### src/hdl/timed_overcurrent_detector_assert.svh
// Assertion macros for the timed overcurrent detector.
// Both expect clk and rst_n in scope and are disabled during reset.
`ifndef TIMED_OVERCURRENT_DETECTOR_ASSERT_SVH
`define TIMED_OVERCURRENT_DETECTOR_ASSERT_SVH

// Consequent checked in the same cycle as the antecedent.
`define TOD_ASSERT_SAME(label, ante, cons, msg) \
    label: assert property (@(posedge clk) disable iff (!rst_n) (ante) |-> (cons)) \
        else $error(msg);

// Consequent checked in the cycle after the antecedent.
`define TOD_ASSERT_NEXT(label, ante, cons, msg) \
    label: assert property (@(posedge clk) disable iff (!rst_n) (ante) |=> (cons)) \
        else $error(msg);

`endif

### src/hdl/tod_pkg.sv
`default_nettype none

package tod_pkg;

    localparam int unsigned NUM_PHASES = 3;
    localparam int unsigned FILT_SUBSTEPS = 4;
    localparam int unsigned SQRT_STEPS = 16;

    localparam int unsigned SAMPLE_W = 32;
    localparam int unsigned FILT_W = 48;
    localparam int unsigned LEVEL_W = 16;
    localparam int unsigned CFG_IDX_W = 3;

    // Register indexes of the configuration port
    localparam logic [CFG_IDX_W-1:0] REG_FILTER_GAIN = 3'd0;
    localparam logic [CFG_IDX_W-1:0] REG_THRESHOLD_MODE = 3'd1;
    localparam logic [CFG_IDX_W-1:0] REG_TRIP_THRESHOLD = 3'd2;
    localparam logic [CFG_IDX_W-1:0] REG_ALARM_ON_THRESHOLD = 3'd3;
    localparam logic [CFG_IDX_W-1:0] REG_ALARM_OFF_THRESHOLD = 3'd4;
    localparam logic [CFG_IDX_W-1:0] REG_CURRENT_MARGIN = 3'd5;
    localparam logic [CFG_IDX_W-1:0] REG_ALARM_ON_DELTA = 3'd6;
    localparam logic [CFG_IDX_W-1:0] REG_ALARM_OFF_DELTA = 3'd7;

    // Filter sub-steps for one phase
    localparam logic [1:0] FSTEP_DIFF = 2'd0;
    localparam logic [1:0] FSTEP_MUL_LO = 2'd1;
    localparam logic [1:0] FSTEP_MUL_HI = 2'd2;
    localparam logic [1:0] FSTEP_UPDATE = 2'd3;

    typedef struct packed {
        logic       capture;
        logic       filt_en;
        logic [1:0] phase;
        logic [1:0] sub;
        logic       sqrt_en;
        logic       sqrt_first;
        logic [3:0] sqrt_k;
        logic       finish;
    } tod_cmd_t;

    typedef struct packed {
        logic out_blocked;
        logic mode_dynamic;
    } tod_status_t;

endpackage

`default_nettype wire

### src/hdl/tod_ctrl.sv
`default_nettype none

module tod_ctrl (
    input  wire               clk,
    input  wire               rst_n,
    input  wire               in_valid,
    output logic              in_ready,
    input  tod_pkg::tod_status_t status,
    output tod_pkg::tod_cmd_t  cmd
);
    import tod_pkg::*;

    typedef enum logic [3:0] {
        ST_IDLE = 4'b0001,
        ST_FILT = 4'b0010,
        ST_SQRT = 4'b0100,
        ST_DONE = 4'b1000
    } tod_state_t;

    tod_state_t state_reg, state_next;
    logic [1:0] phase_reg, phase_next;
    logic [1:0] sub_reg, sub_next;
    logic [3:0] k_reg, k_next;

    always_ff @(posedge clk or negedge rst_n)
    begin
        if (!rst_n)
        begin
            state_reg <= ST_IDLE;
            phase_reg <= '0;
            sub_reg <= '0;
            k_reg <= '0;
        end
        else
        begin
            state_reg <= state_next;
            phase_reg <= phase_next;
            sub_reg <= sub_next;
            k_reg <= k_next;
        end
    end

    always_comb
    begin
        state_next = state_reg;
        phase_next = phase_reg;
        sub_next = sub_reg;
        k_next = k_reg;
        in_ready = 1'b0;
        cmd = '0;
        cmd.phase = phase_reg;
        cmd.sub = sub_reg;
        cmd.sqrt_k = k_reg;
        cmd.sqrt_first = (k_reg == 4'(SQRT_STEPS - 1));
        unique case (state_reg)
            ST_IDLE:
            begin
                in_ready = 1'b1;
                if (in_valid)
                begin
                    cmd.capture = 1'b1;
                    phase_next = '0;
                    sub_next = '0;
                    state_next = ST_FILT;
                end
            end
            ST_FILT:
            begin
                cmd.filt_en = 1'b1;
                sub_next = sub_reg + 2'd1;
                if (sub_reg == 2'(FILT_SUBSTEPS - 1))
                begin
                    if (phase_reg == 2'(NUM_PHASES - 1))
                    begin
                        k_next = 4'(SQRT_STEPS - 1);
                        state_next = ST_SQRT;
                    end
                    else
                    begin
                        phase_next = phase_reg + 2'd1;
                    end
                end
            end
            ST_SQRT:
            begin
                cmd.sqrt_en = 1'b1;
                k_next = k_reg - 4'd1;
                if (k_reg == 4'd0)
                begin
                    state_next = ST_DONE;
                end
            end
            ST_DONE:
            begin
                if (!status.out_blocked)
                begin
                    cmd.finish = 1'b1;
                    state_next = ST_IDLE;
                end
            end
            default:
            begin
                state_next = ST_IDLE;
            end
        endcase
    end

endmodule

`default_nettype wire

### src/hdl/tod_datapath.sv
`default_nettype none

module tod_datapath (
    input  wire                 clk,
    input  wire                 rst_n,
    input  wire                 cfg_we,
    input  wire  [2:0]          cfg_index,
    input  wire  [15:0]         cfg_data,
    input  wire  [31:0]         phase_a_squared,
    input  wire  [31:0]         phase_b_squared,
    input  wire  [31:0]         phase_c_squared,
    input  wire  [15:0]         max_current_out,
    input  tod_pkg::tod_cmd_t   cmd,
    output tod_pkg::tod_status_t status,
    output logic                out_valid,
    input  wire                 out_ready,
    output logic [15:0]         rms_high,
    output logic                trip,
    output logic                alarm
);
    import tod_pkg::*;

    // Configuration registers
    logic [15:0] gain_reg;
    logic [1:0]  mode_reg;
    logic [15:0] trip_thr_reg;
    logic [15:0] on_thr_reg;
    logic [15:0] off_thr_reg;
    logic [15:0] margin_reg;
    logic [15:0] on_delta_reg;
    logic [15:0] off_delta_reg;

    always_ff @(posedge clk or negedge rst_n)
    begin
        if (!rst_n)
        begin
            gain_reg <= '0;
            mode_reg <= '0;
            trip_thr_reg <= '1;
            on_thr_reg <= '1;
            off_thr_reg <= '0;
            margin_reg <= 16'h4000;
            on_delta_reg <= '0;
            off_delta_reg <= '0;
        end
        else if (cfg_we)
        begin
            unique case (cfg_index)
                REG_FILTER_GAIN:         gain_reg <= cfg_data;
                REG_THRESHOLD_MODE:      mode_reg <= cfg_data[1:0];
                REG_TRIP_THRESHOLD:      trip_thr_reg <= cfg_data;
                REG_ALARM_ON_THRESHOLD:  on_thr_reg <= cfg_data;
                REG_ALARM_OFF_THRESHOLD: off_thr_reg <= cfg_data;
                REG_CURRENT_MARGIN:      margin_reg <= cfg_data;
                REG_ALARM_ON_DELTA:      on_delta_reg <= cfg_data;
                REG_ALARM_OFF_DELTA:     off_delta_reg <= cfg_data;
                default:                 gain_reg <= gain_reg;
            endcase
        end
    end

    // Captured item
    logic [SAMPLE_W-1:0] samp_reg [NUM_PHASES];
    logic [15:0]         maxcur_reg;

    always_ff @(posedge clk)
    begin
        if (cmd.capture)
        begin
            samp_reg[0] <= phase_a_squared;
            samp_reg[1] <= phase_b_squared;
            samp_reg[2] <= phase_c_squared;
            maxcur_reg <= max_current_out;
        end
    end

    // Threshold levels, registered in a chain after capture: margin product, trip, on, off
    logic [31:0]        margin_prod_reg;
    logic [LEVEL_W-1:0] trip_lvl_reg, trip_lvl_next;
    logic [LEVEL_W-1:0] on_lvl_reg, on_lvl_next;
    logic [LEVEL_W-1:0] off_lvl_reg, off_lvl_next;
    logic               dynamic;

    assign dynamic = (mode_reg != 2'd0);

    always_comb
    begin
        if (!dynamic)
        begin
            trip_lvl_next = trip_thr_reg;
            on_lvl_next = on_thr_reg;
            off_lvl_next = off_thr_reg;
        end
        else
        begin
            if (mode_reg[1])
            begin
                trip_lvl_next = (|margin_prod_reg[31:30]) ? '1 : margin_prod_reg[29:14];
            end
            else
            begin
                trip_lvl_next = maxcur_reg;
            end
            on_lvl_next = (trip_lvl_reg > on_delta_reg) ? (trip_lvl_reg - on_delta_reg) : '0;
            off_lvl_next = (on_lvl_reg > off_delta_reg) ? (on_lvl_reg - off_delta_reg) : '0;
        end
    end

    always_ff @(posedge clk)
    begin
        margin_prod_reg <= maxcur_reg * margin_reg;
        trip_lvl_reg <= trip_lvl_next;
        on_lvl_reg <= on_lvl_next;
        off_lvl_reg <= off_lvl_next;
    end

    // Low-pass filters, one phase at a time on a shared 16x24 multiplier
    logic [FILT_W-1:0]   filt_reg [NUM_PHASES];
    logic [FILT_W-1:0]   diff_reg;
    logic                neg_reg;
    logic [63:0]         acc_reg;
    logic [31:0]         max_reg;
    logic [SAMPLE_W-1:0] samp_sel;
    logic [FILT_W-1:0]   s_sel;
    logic [FILT_W-1:0]   x_sel;
    logic [FILT_W:0]     up_full;
    logic [FILT_W-1:0]   dn;
    logic [23:0]         mul_b;
    logic [39:0]         mul_p;
    logic [FILT_W-1:0]   s_new;

    assign samp_sel = samp_reg[cmd.phase];
    assign s_sel = filt_reg[cmd.phase];
    assign x_sel = {samp_sel, 16'h0000};
    assign up_full = {1'b0, x_sel} - {1'b0, s_sel};
    assign dn = s_sel - x_sel;
    assign mul_b = (cmd.sub == FSTEP_MUL_LO) ? diff_reg[23:0] : diff_reg[47:24];
    assign mul_p = gain_reg * mul_b;
    assign s_new = neg_reg ? (s_sel - acc_reg[63:16]) : (s_sel + acc_reg[63:16]);

    always_ff @(posedge clk or negedge rst_n)
    begin
        if (!rst_n)
        begin
            for (int i = 0; i < NUM_PHASES; i++)
            begin
                filt_reg[i] <= '0;
            end
        end
        else if (cmd.filt_en && (cmd.sub == FSTEP_UPDATE))
        begin
            filt_reg[cmd.phase] <= s_new;
        end
    end

    always_ff @(posedge clk)
    begin
        if (cmd.capture)
        begin
            max_reg <= '0;
        end
        else if (cmd.filt_en)
        begin
            unique case (cmd.sub)
                FSTEP_DIFF:
                begin
                    neg_reg <= up_full[FILT_W];
                    diff_reg <= up_full[FILT_W] ? dn : up_full[FILT_W-1:0];
                end
                FSTEP_MUL_LO:
                begin
                    // Rounding term turns the floor into a ceiling when falling
                    acc_reg <= {24'h0, mul_p} + (neg_reg ? 64'h0000_0000_0000_FFFF : 64'h0);
                end
                FSTEP_MUL_HI:
                begin
                    acc_reg <= acc_reg + {mul_p, 24'h0};
                end
                FSTEP_UPDATE:
                begin
                    if (s_new[47:16] > max_reg)
                    begin
                        max_reg <= s_new[47:16];
                    end
                end
                default:
                begin
                    acc_reg <= acc_reg;
                end
            endcase
        end
    end

    // Square root, one result bit per step
    logic [31:0] sq_v_reg;
    logic [31:0] sq_r_reg;
    logic [31:0] v_cur;
    logic [31:0] r_cur;
    logic [31:0] sq_bit;
    logic [31:0] trial;

    assign v_cur = cmd.sqrt_first ? max_reg : sq_v_reg;
    assign r_cur = cmd.sqrt_first ? 32'h0 : sq_r_reg;
    assign sq_bit = 32'h1 << {cmd.sqrt_k, 1'b0};
    assign trial = r_cur + sq_bit;

    always_ff @(posedge clk)
    begin
        if (cmd.sqrt_en)
        begin
            if (v_cur >= trial)
            begin
                sq_v_reg <= v_cur - trial;
                sq_r_reg <= (r_cur >> 1) + sq_bit;
            end
            else
            begin
                sq_v_reg <= v_cur;
                sq_r_reg <= r_cur >> 1;
            end
        end
    end

    // Result register and alarm state
    logic [15:0] rms;
    logic        alarm_next;
    logic        out_valid_reg;
    logic        alarm_latched_reg;
    logic [15:0] rms_out_reg;
    logic        trip_out_reg;

    assign rms = sq_r_reg[15:0];

    always_comb
    begin
        priority if (rms >= on_lvl_reg)
        begin
            alarm_next = 1'b1;
        end
        else if (rms <= off_lvl_reg)
        begin
            alarm_next = 1'b0;
        end
        else
        begin
            alarm_next = alarm_latched_reg;
        end
    end

    always_ff @(posedge clk or negedge rst_n)
    begin
        if (!rst_n)
        begin
            out_valid_reg <= 1'b0;
            alarm_latched_reg <= 1'b0;
        end
        else if (cmd.finish)
        begin
            out_valid_reg <= 1'b1;
            alarm_latched_reg <= alarm_next;
        end
        else if (out_ready)
        begin
            out_valid_reg <= 1'b0;
        end
    end

    always_ff @(posedge clk)
    begin
        if (cmd.finish)
        begin
            rms_out_reg <= rms;
            trip_out_reg <= (rms >= trip_lvl_reg);
        end
    end

    assign out_valid = out_valid_reg;
    assign rms_high = rms_out_reg;
    assign trip = trip_out_reg;
    assign alarm = alarm_latched_reg;
    assign status.out_blocked = out_valid_reg && !out_ready;
    assign status.mode_dynamic = dynamic;

endmodule

`default_nettype wire

### src/hdl/timed_overcurrent_detector.sv
// Timed overcurrent detector: three squared phase currents are smoothed by
// first-order low-pass filters, the largest filtered value is reduced to whole
// amps RMS by a floor square root, and the result is compared against a trip
// level and a hysteretic alarm pair (static, or derived from max_current_out).
// Each item runs through the capture that ends with the input transfer,
// twelve filter steps (four per phase on one shared 16x24 multiplier),
// sixteen steps of the bit-serial square root and the finish step, which
// loads the result; the result can leave on the edge after that. The next
// input is taken the cycle after the result is loaded, even while that result
// waits on the output, so the block takes a new item only once it is through
// with the last one; the block stalls only when a second result is ready
// before the first has been taken.
// Configuration writes take effect at once and belong to idle periods.
`default_nettype none

module timed_overcurrent_detector (
    input  wire         clk,
    input  wire         rst_n,
    input  wire         cfg_we,
    input  wire  [2:0]  cfg_index,
    input  wire  [15:0] cfg_data,
    input  wire         in_valid,
    output logic        in_ready,
    input  wire  [31:0] phase_a_squared,
    input  wire  [31:0] phase_b_squared,
    input  wire  [31:0] phase_c_squared,
    input  wire  [15:0] max_current_out,
    output logic        out_valid,
    input  wire         out_ready,
    output logic [15:0] rms_high,
    output logic        trip,
    output logic        alarm
);
    import tod_pkg::*;

    tod_cmd_t    dp_cmd;
    tod_status_t dp_status;

    // Sequencer: capture, filter each phase, root, then hand over the result
    tod_ctrl u_ctrl (
        .clk      (clk),
        .rst_n    (rst_n),
        .in_valid (in_valid),
        .in_ready (in_ready),
        .status   (dp_status),
        .cmd      (dp_cmd)
    );

    // Registers, filters, square root, levels and the result register
    tod_datapath u_datapath (
        .clk             (clk),
        .rst_n           (rst_n),
        .cfg_we          (cfg_we),
        .cfg_index       (cfg_index),
        .cfg_data        (cfg_data),
        .phase_a_squared (phase_a_squared),
        .phase_b_squared (phase_b_squared),
        .phase_c_squared (phase_c_squared),
        .max_current_out (max_current_out),
        .cmd             (dp_cmd),
        .status          (dp_status),
        .out_valid       (out_valid),
        .out_ready       (out_ready),
        .rms_high        (rms_high),
        .trip            (trip),
        .alarm           (alarm)
    );

    `include "timed_overcurrent_detector_assert.svh"

    // After an input transfer the block is busy working on it
    `TOD_ASSERT_NEXT(a_busy_after_accept,
                     in_valid && in_ready,
                     !in_ready,
                     "input taken while busy")
    // Dynamic levels keep the alarm set level at or below the trip level
    `TOD_ASSERT_SAME(a_trip_implies_alarm,
                     out_valid && trip && dp_status.mode_dynamic,
                     alarm,
                     "trip without alarm in dynamic mode")
    // A fresh result is always followed by a return to idle
    `TOD_ASSERT_SAME(a_idle_after_result,
                     $rose(out_valid),
                     in_ready,
                     "not idle after result load")

endmodule

`default_nettype wire

### config.mk
export PLATFORM = sky130hd
export DESIGN_NAME = timed_overcurrent_detector
export DESIGN_NICKNAME = d
export VERILOG_FILES = /design/src/hdl/tod_pkg.sv /design/src/hdl/tod_ctrl.sv /design/src/hdl/tod_datapath.sv /design/src/hdl/timed_overcurrent_detector.sv
export VERILOG_INCLUDE_DIRS = /design/src /design/src/hdl
export SDC_FILE = /design/constraint.sdc
export NUM_CORES = 2
export LEC_CHECK = 0
export ABC_AREA = 1
export BUFFER_PORTS_ARGS = -buffer_cell sky130_fd_sc_hd__buf_4
export CAP_MARGIN = 20
export CORE_MARGIN = 1.5
export CORE_UTILIZATION = 25
export DETAILED_ROUTE_END_ITERATION = 8
export PLACE_DENSITY = 0.35
export SLEW_MARGIN = 20
export SYNTH_ARGS = -nofsm -noshare
export SYNTH_HDL_FRONTEND = slang
export SYNTH_SLANG_ARGS = --single-unit
### constraint.sdc
create_clock -name clk -period 8.6 [get_ports clk]
set_clock_uncertainty 0.1 [all_clocks]
set_input_delay 2.15 -clock clk [delete_from_list [all_inputs] [get_ports clk]]
set_output_delay 2.15 -clock clk [all_outputs]
set_load 0.03 [all_outputs]
After elaboration in Yosys (flattened, before gate mapping). Memory sizes are Yosys's and may differ from the RTL's. Index checks and enable logic that the tools add are counted.

Add/sub/neg operators: 14. Multiply operators: 2. Order comparisons: 9. Equality and inequality tests: 22. Shift-type cells: 1. Mux-type cells: 49. Bitwise gates (word level): 2. Reductions and logical operators: 30.

Operator list (count): 48-bit 2-to-1 mux (5); 144-bit bitwise mux (1); 16-bit 2-to-1 mux (8); 64-bit case mux with 2 select lines (1); 48-bit binary-select mux with 2-bit select (1); 48-bit demux with 2-bit select (1); 32-bit 2-to-1 mux (3); 48-bit subtractor (2); 40-bit by 64-bit adder with 64-bit output (1); 64-bit adder (1); 48-bit by 48-bit subtractor with 49-bit output (1); 48-bit adder (1); 16-bit by 24-bit multiplier with 40-bit output (1); 31-bit by 32-bit adder with 32-bit output (1); 32-bit adder (1); 16-bit >= comparator (2); 32-bit >= comparator (1); 16-bit greater-than comparator (2); 32-bit greater-than comparator (1); 16-bit by 16-bit multiplier with 32-bit output (1); 1-bit by 5-bit << shifter with 32-bit output (first input constant) (1); 16-bit subtractor (2); 32-bit subtractor (1); 31-bit 2-to-1 mux (1); 36 further kinds (88).

Flip-flop bits (word level): 594. RAM bits: 96. Bits of input ports: 136. Output and inout port bits: 20. Memories kept: 1.

Memories: u_datapath.samp_reg (words 3, width 32, read ports 1, clocked after memory_dff 0, write ports 3, line tod_datapath.sv:63) `logic [SAMPLE_W-1:0] samp_reg [NUM_PHASES];`.

Longest topological paths before layout.
Depth after elaboration: 8. Mapped depth: 47. Gate-level depth less buffers: 46.

By module. From an unflattened synthesis, not the netlist that was laid out.

Cell total of the unflattened synthesis: 9003. Area, all modules: 66925.4 um^2.

Modules (own cells, without submodules): tod_datapath (instances 1, cells an instance 8909, area an instance 66181.0 um^2, sequential area each 17217.8 um^2); tod_ctrl (instances 1, cells an instance 94, area an instance 744.5 um^2, sequential area each 301.5 um^2).

Worst setup path before layout. Ideal clock, no wire load.

Kind: register to register. Start point: register u_ctrl.sub_reg[1]. End point: register u_datapath.acc_reg[63] (data pin). Arrival time: 7.373 ns. Path slack: 0.874 ns. Cell stages (with the launch flop): 38. Clock period less this slack: 7.726 ns. Cells stage by stage: dfrtp_1 inv_1 ha_1 inv_1 clkbuf_1 or2_2 o21ai_1 inv_1 nand2_1 fa_1 fa_1 fa_1 fa_1 inv_1 fa_1 inv_1 fa_1 inv_1 [... 2 more ...] nor2_1 nand2_1 nand3_1 nand2_1 nand3_1 nand2_1 ha_1 nand2_1 nor2_1 nand2_1 nor4_1 nand3_1 nand4_1 nand3_1 nand2_1 nand2_1 nand2_1 nor2_1.

Longest elaborated chain between the ends: 5.

RTL lines: start, declared (line tod_ctrl.sv:22) `logic [1:0] sub_reg, sub_next;`; start signal, assigned (line tod_ctrl.sv:38) `sub_reg <= sub_next;`; 2-bit by 1-bit equality test with 1-bit output (line tod_datapath.sv:137, tod_datapath.sv:164); 24-bit 2-to-1 mux (line tod_datapath.sv:137) `assign mul_b = (cmd.sub == FSTEP_MUL_LO) ? diff_reg[23:0] : diff_reg[47:24];`; 16-bit by 24-bit multiplier with 40-bit output (line tod_datapath.sv:138) `assign mul_p = gain_reg * mul_b;`; 64-bit adder / 40-bit by 64-bit adder with 64-bit output (equally long branches) (line tod_datapath.sv:177, tod_datapath.sv:173); 64-bit case mux with 2 select lines * (line tod_datapath.sv:164) `unique case (cmd.sub)`; end signal, assigned (line tod_datapath.sv:173) `acc_reg <= {24'h0, mul_p} + (neg_reg ? 64'h0000_0000_0000_FFFF : 64'h0);`; end signal, assigned (line tod_datapath.sv:177) `acc_reg <= acc_reg + {mul_p, 24'h0};`; end signal, assigned (line tod_datapath.sv:188) `acc_reg <= acc_reg;`; end, declared (line tod_datapath.sv:121) `logic [63:0] acc_reg;`.

Every way passes the cells marked *; elsewhere a longest branch is shown, timed or not. A chain may end at the register's enable or synchronous reset.

Final worst setup path. Ends and elaborated chain as after synthesis.

==> run metrics <==
Max clock buf depth=3; status=finished, final reports clean; initial core utilization=25.2%; min Tclk post-route=8200 ps; YS warnings=0; Startpoint Class=flip-flop; # setup viols final=0; critical path data required time=8940 ps; Avg Inst Size Synth=7.44 um2; post-synthesis cell count=9080; Worst Path Arrival=8540 ps; Layout Utilization=29.6%; Crit Path Category=flip-flop to flip-flop; Yosys reg bits=660; # port buffers=155; drt pass-1 iters=6; Placement Rows=190; WL/cell=21.8 um; Max stage delay cell, worst path=fa_1; clock slew at reported path FFs=60 ps; number of synthesized flops with an enable pin=290; crit path buf inv count=15; vias post-DR=60295; RSZ-0062 raised after global routing=yes; Die ar.=274000 um2; first-pass GRT wire length=418000 um; DRT iter0 DRCs=3892; area grow syn2layout=17.6%; CTS tree=built; initial antenna violation count=14; hold buffers post-CTS=0; Routed WL=287000 um; max cap viols=0; Worst Path Max Fanout=11; Slew Viols, Final=0; HP Class=flip-flop to flip-flop; max_slew headroom=18.9%; Worst setup EP type=flip-flop; max layer used=met4; Sink Count=660; GRT Residual Overflow=0; Chip Width=523 um; share of async-settable or async-resettable flops after synthesis=41.2%; Least-Margin Pin Slew=1220 ps; gp weighted congestion=0.927; Num CTS Buffers=89; ANT nets after route=0; Remaining DRCs=0; cell family with most CP delay=adder cells; Syn Nets=10291; Core ar.=268000 um2; Final Cycle Share=95.3%; Fin. Hold Viols=0; Largest stage delay, worst path=570 ps; wire length on met2=133000 um; Ports=156; Mapped Area=67600 um2; Via density=4.59; layout net count=10719; htree depth=3; Main synth FF type=edfxtp_1; largest net degree at the start of global routing=149; most used cell along the critical path=inv_1; max FFs per register=144; gr usage total=20.8%; Die Y=523 um; Max Freq=122 MHz; Clock Root Buffer=clkbuf_16; sequential fraction of the synthesis area=25.9%; Met1 Wirelength=137000 um; number of global-route vias before repair=60531; Detail Placement HPWL=239000 um; Cell variety after synth=67; Clk Latency, worst-skew pair=710 ps; DR WL met3=10300 um; share of cells above drive strength 1=11.3%
[through the flow]
stage | setup WS, ps | cell area (um2) | instances | TNS (ps) | hold WS, ps
global placement | -596 | 75500 | 12947 | -7650 | 355
floorplan | 874 | 67600 | 9080 | 0 | 341
global route | -38.3 | 79500 | 13135 | -90.6 | 382
detailed placement | -536 | 75500 | 12947 | -8030 | 358
finish | 400 | 79500 | 13138 | 0 | 365
CTS | 5.97 | 78500 | 13113 | 0 | 368
[layout by cell type, fill, tap and decap left out, drive strengths merged, types with 10 or more instances in the layout]
| cell type | netlist | layout |
|---|---|---|
| a21oi | 498 | 498 |
| o21ai | 774 | 774 |
| xnor2 | 79 | 79 |
| dfstp | 34 | 34 |
| o31ai | 10 | 10 |
| a211oi | 37 | 37 |
| clkbuf | 226 | 125 |
| a221oi | 14 | 14 |
| edfxtp | 290 | 290 |
| fa | 505 | 505 |
| nand3 | 241 | 241 |
| inv | 1784 | 1787 |
| buf | 43 | 605 |
| o21a | 51 | 51 |
| o211ai | 52 | 52 |
| nor2 | 779 | 779 |
| nand2 | 2158 | 2158 |
| a31oi | 34 | 34 |
| clkinv | 2 | 30 |
| nor3 | 83 | 83 |
| a21o | 30 | 30 |
| dfrtp | 238 | 238 |
| xor2 | 180 | 180 |
| o21bai | 44 | 44 |
| ha | 570 | 570 |
| or2 | 81 | 81 |
| dfxtp | 98 | 98 |
| nor4 | 23 | 23 |
| nand4 | 61 | 61 |
[synth_stat cells, types with 14 or more instances]
library cell	instances	share of area, %
a211oi_1	37	0.41
a21o_1	30	0.33
a21oi_1	498	3.7
a221oi_1	14	0.18
a31oi_1	34	0.31
buf_1	15	0.083
buf_2	14	0.10
clkbuf_1	225	1.2
dfrtp_1	238	8.8
dfstp_2	34	1.3
dfxtp_1	98	2.9
edfxtp_1	290	13
fa_1	505	15
ha_1	570	11
inv_1	1772	9.8
nand2_1	2150	12
nand3_1	237	1.8
nand4_1	61	0.56
nor2_1	768	4.3
nor3_1	79	0.58
nor4_1	22	0.20
o211ai_1	51	0.57
o21a_1	51	0.57
o21ai_0	697	5.2
o21ai_1	63	0.47
o21ai_2	14	0.18
o21bai_1	44	0.49
or2_2	76	0.70
xnor2_1	79	1.0
xor2_1	180	2.3
[logic make-up (layout without fill, tap and decap cells)]
| group | count (synthesis) | after routing | share of synthesized area [%] |
|---|---|---|---|
| adders and majority gates | 1075 | 1075 | 25.5 |
| other | 0 | 4 | 0 |
| xor gates and xnor gates | 259 | 259 | 3.36 |
| buffers and inverters | 2055 | 2557 | 11.6 |
| AOI/OAI and AO/OA | 1589 | 1589 | 13.0 |
| DFF | 660 | 660 | 25.9 |
| and+or+nand+nor | 3441 | 3441 | 20.6 |
| muxes | 1 | 1 | 0.0148 |
[final timing paths]
check,from,depth (start not counted),end,slack (ps)
worst max-delay path,u_ctrl.sub_reg[1],42,u_datapath.acc_reg[63],400
worst min-delay path,u_datapath.max_reg[18],2,u_datapath.max_reg[18],370
worst max register to register,u_ctrl.sub_reg[1],42,u_datapath.acc_reg[63],400
worst min register to register,u_datapath.max_reg[18],2,u_datapath.max_reg[18],370
max in group asynchronous,rst_n,2,u_datapath.filt_reg[42],5550
min in group asynchronous,rst_n,1,u_datapath.margin_reg[8],1330
[what timing repair did]
item,in CTS,in global routing
setup buffers,1,18
gates cloned,0,1
pin swaps,0,35
gates resized for setup,20,197
setup endpoints to repair,41,45
endpoints found under the hold margin,0,0
[metal layers]
layer	vias to the layer above	track usage, %
li1	29473	-
met1	29393	29.1
met2	1216	34.4
met3	213	2.19
met4	0	4.03
met5	-	0
[final cells by class]
type / count / area, um2
inverter: 1786 / 6720
timing repair inverter: 1 / 5.00
sequential: 660 / 17500
fill: 29294 / 189000
clock buffer: 125 / 2520
clock inverter: 40 / 398
tap: 3552 / 4440
timing repair buffer: 605 / 4740
antenna: 4 / 10.0
multi-input combinational: 6365 / 43200
[worst min-delay path, stage by stage (launching register included)]
cell	delay [ps]
dfxtp_1	310
nand2_1	60
a21oi_1	50
Power is not shown: default switching activity piles up to over one toggle a cycle in this logic, so the estimate is an artifact.
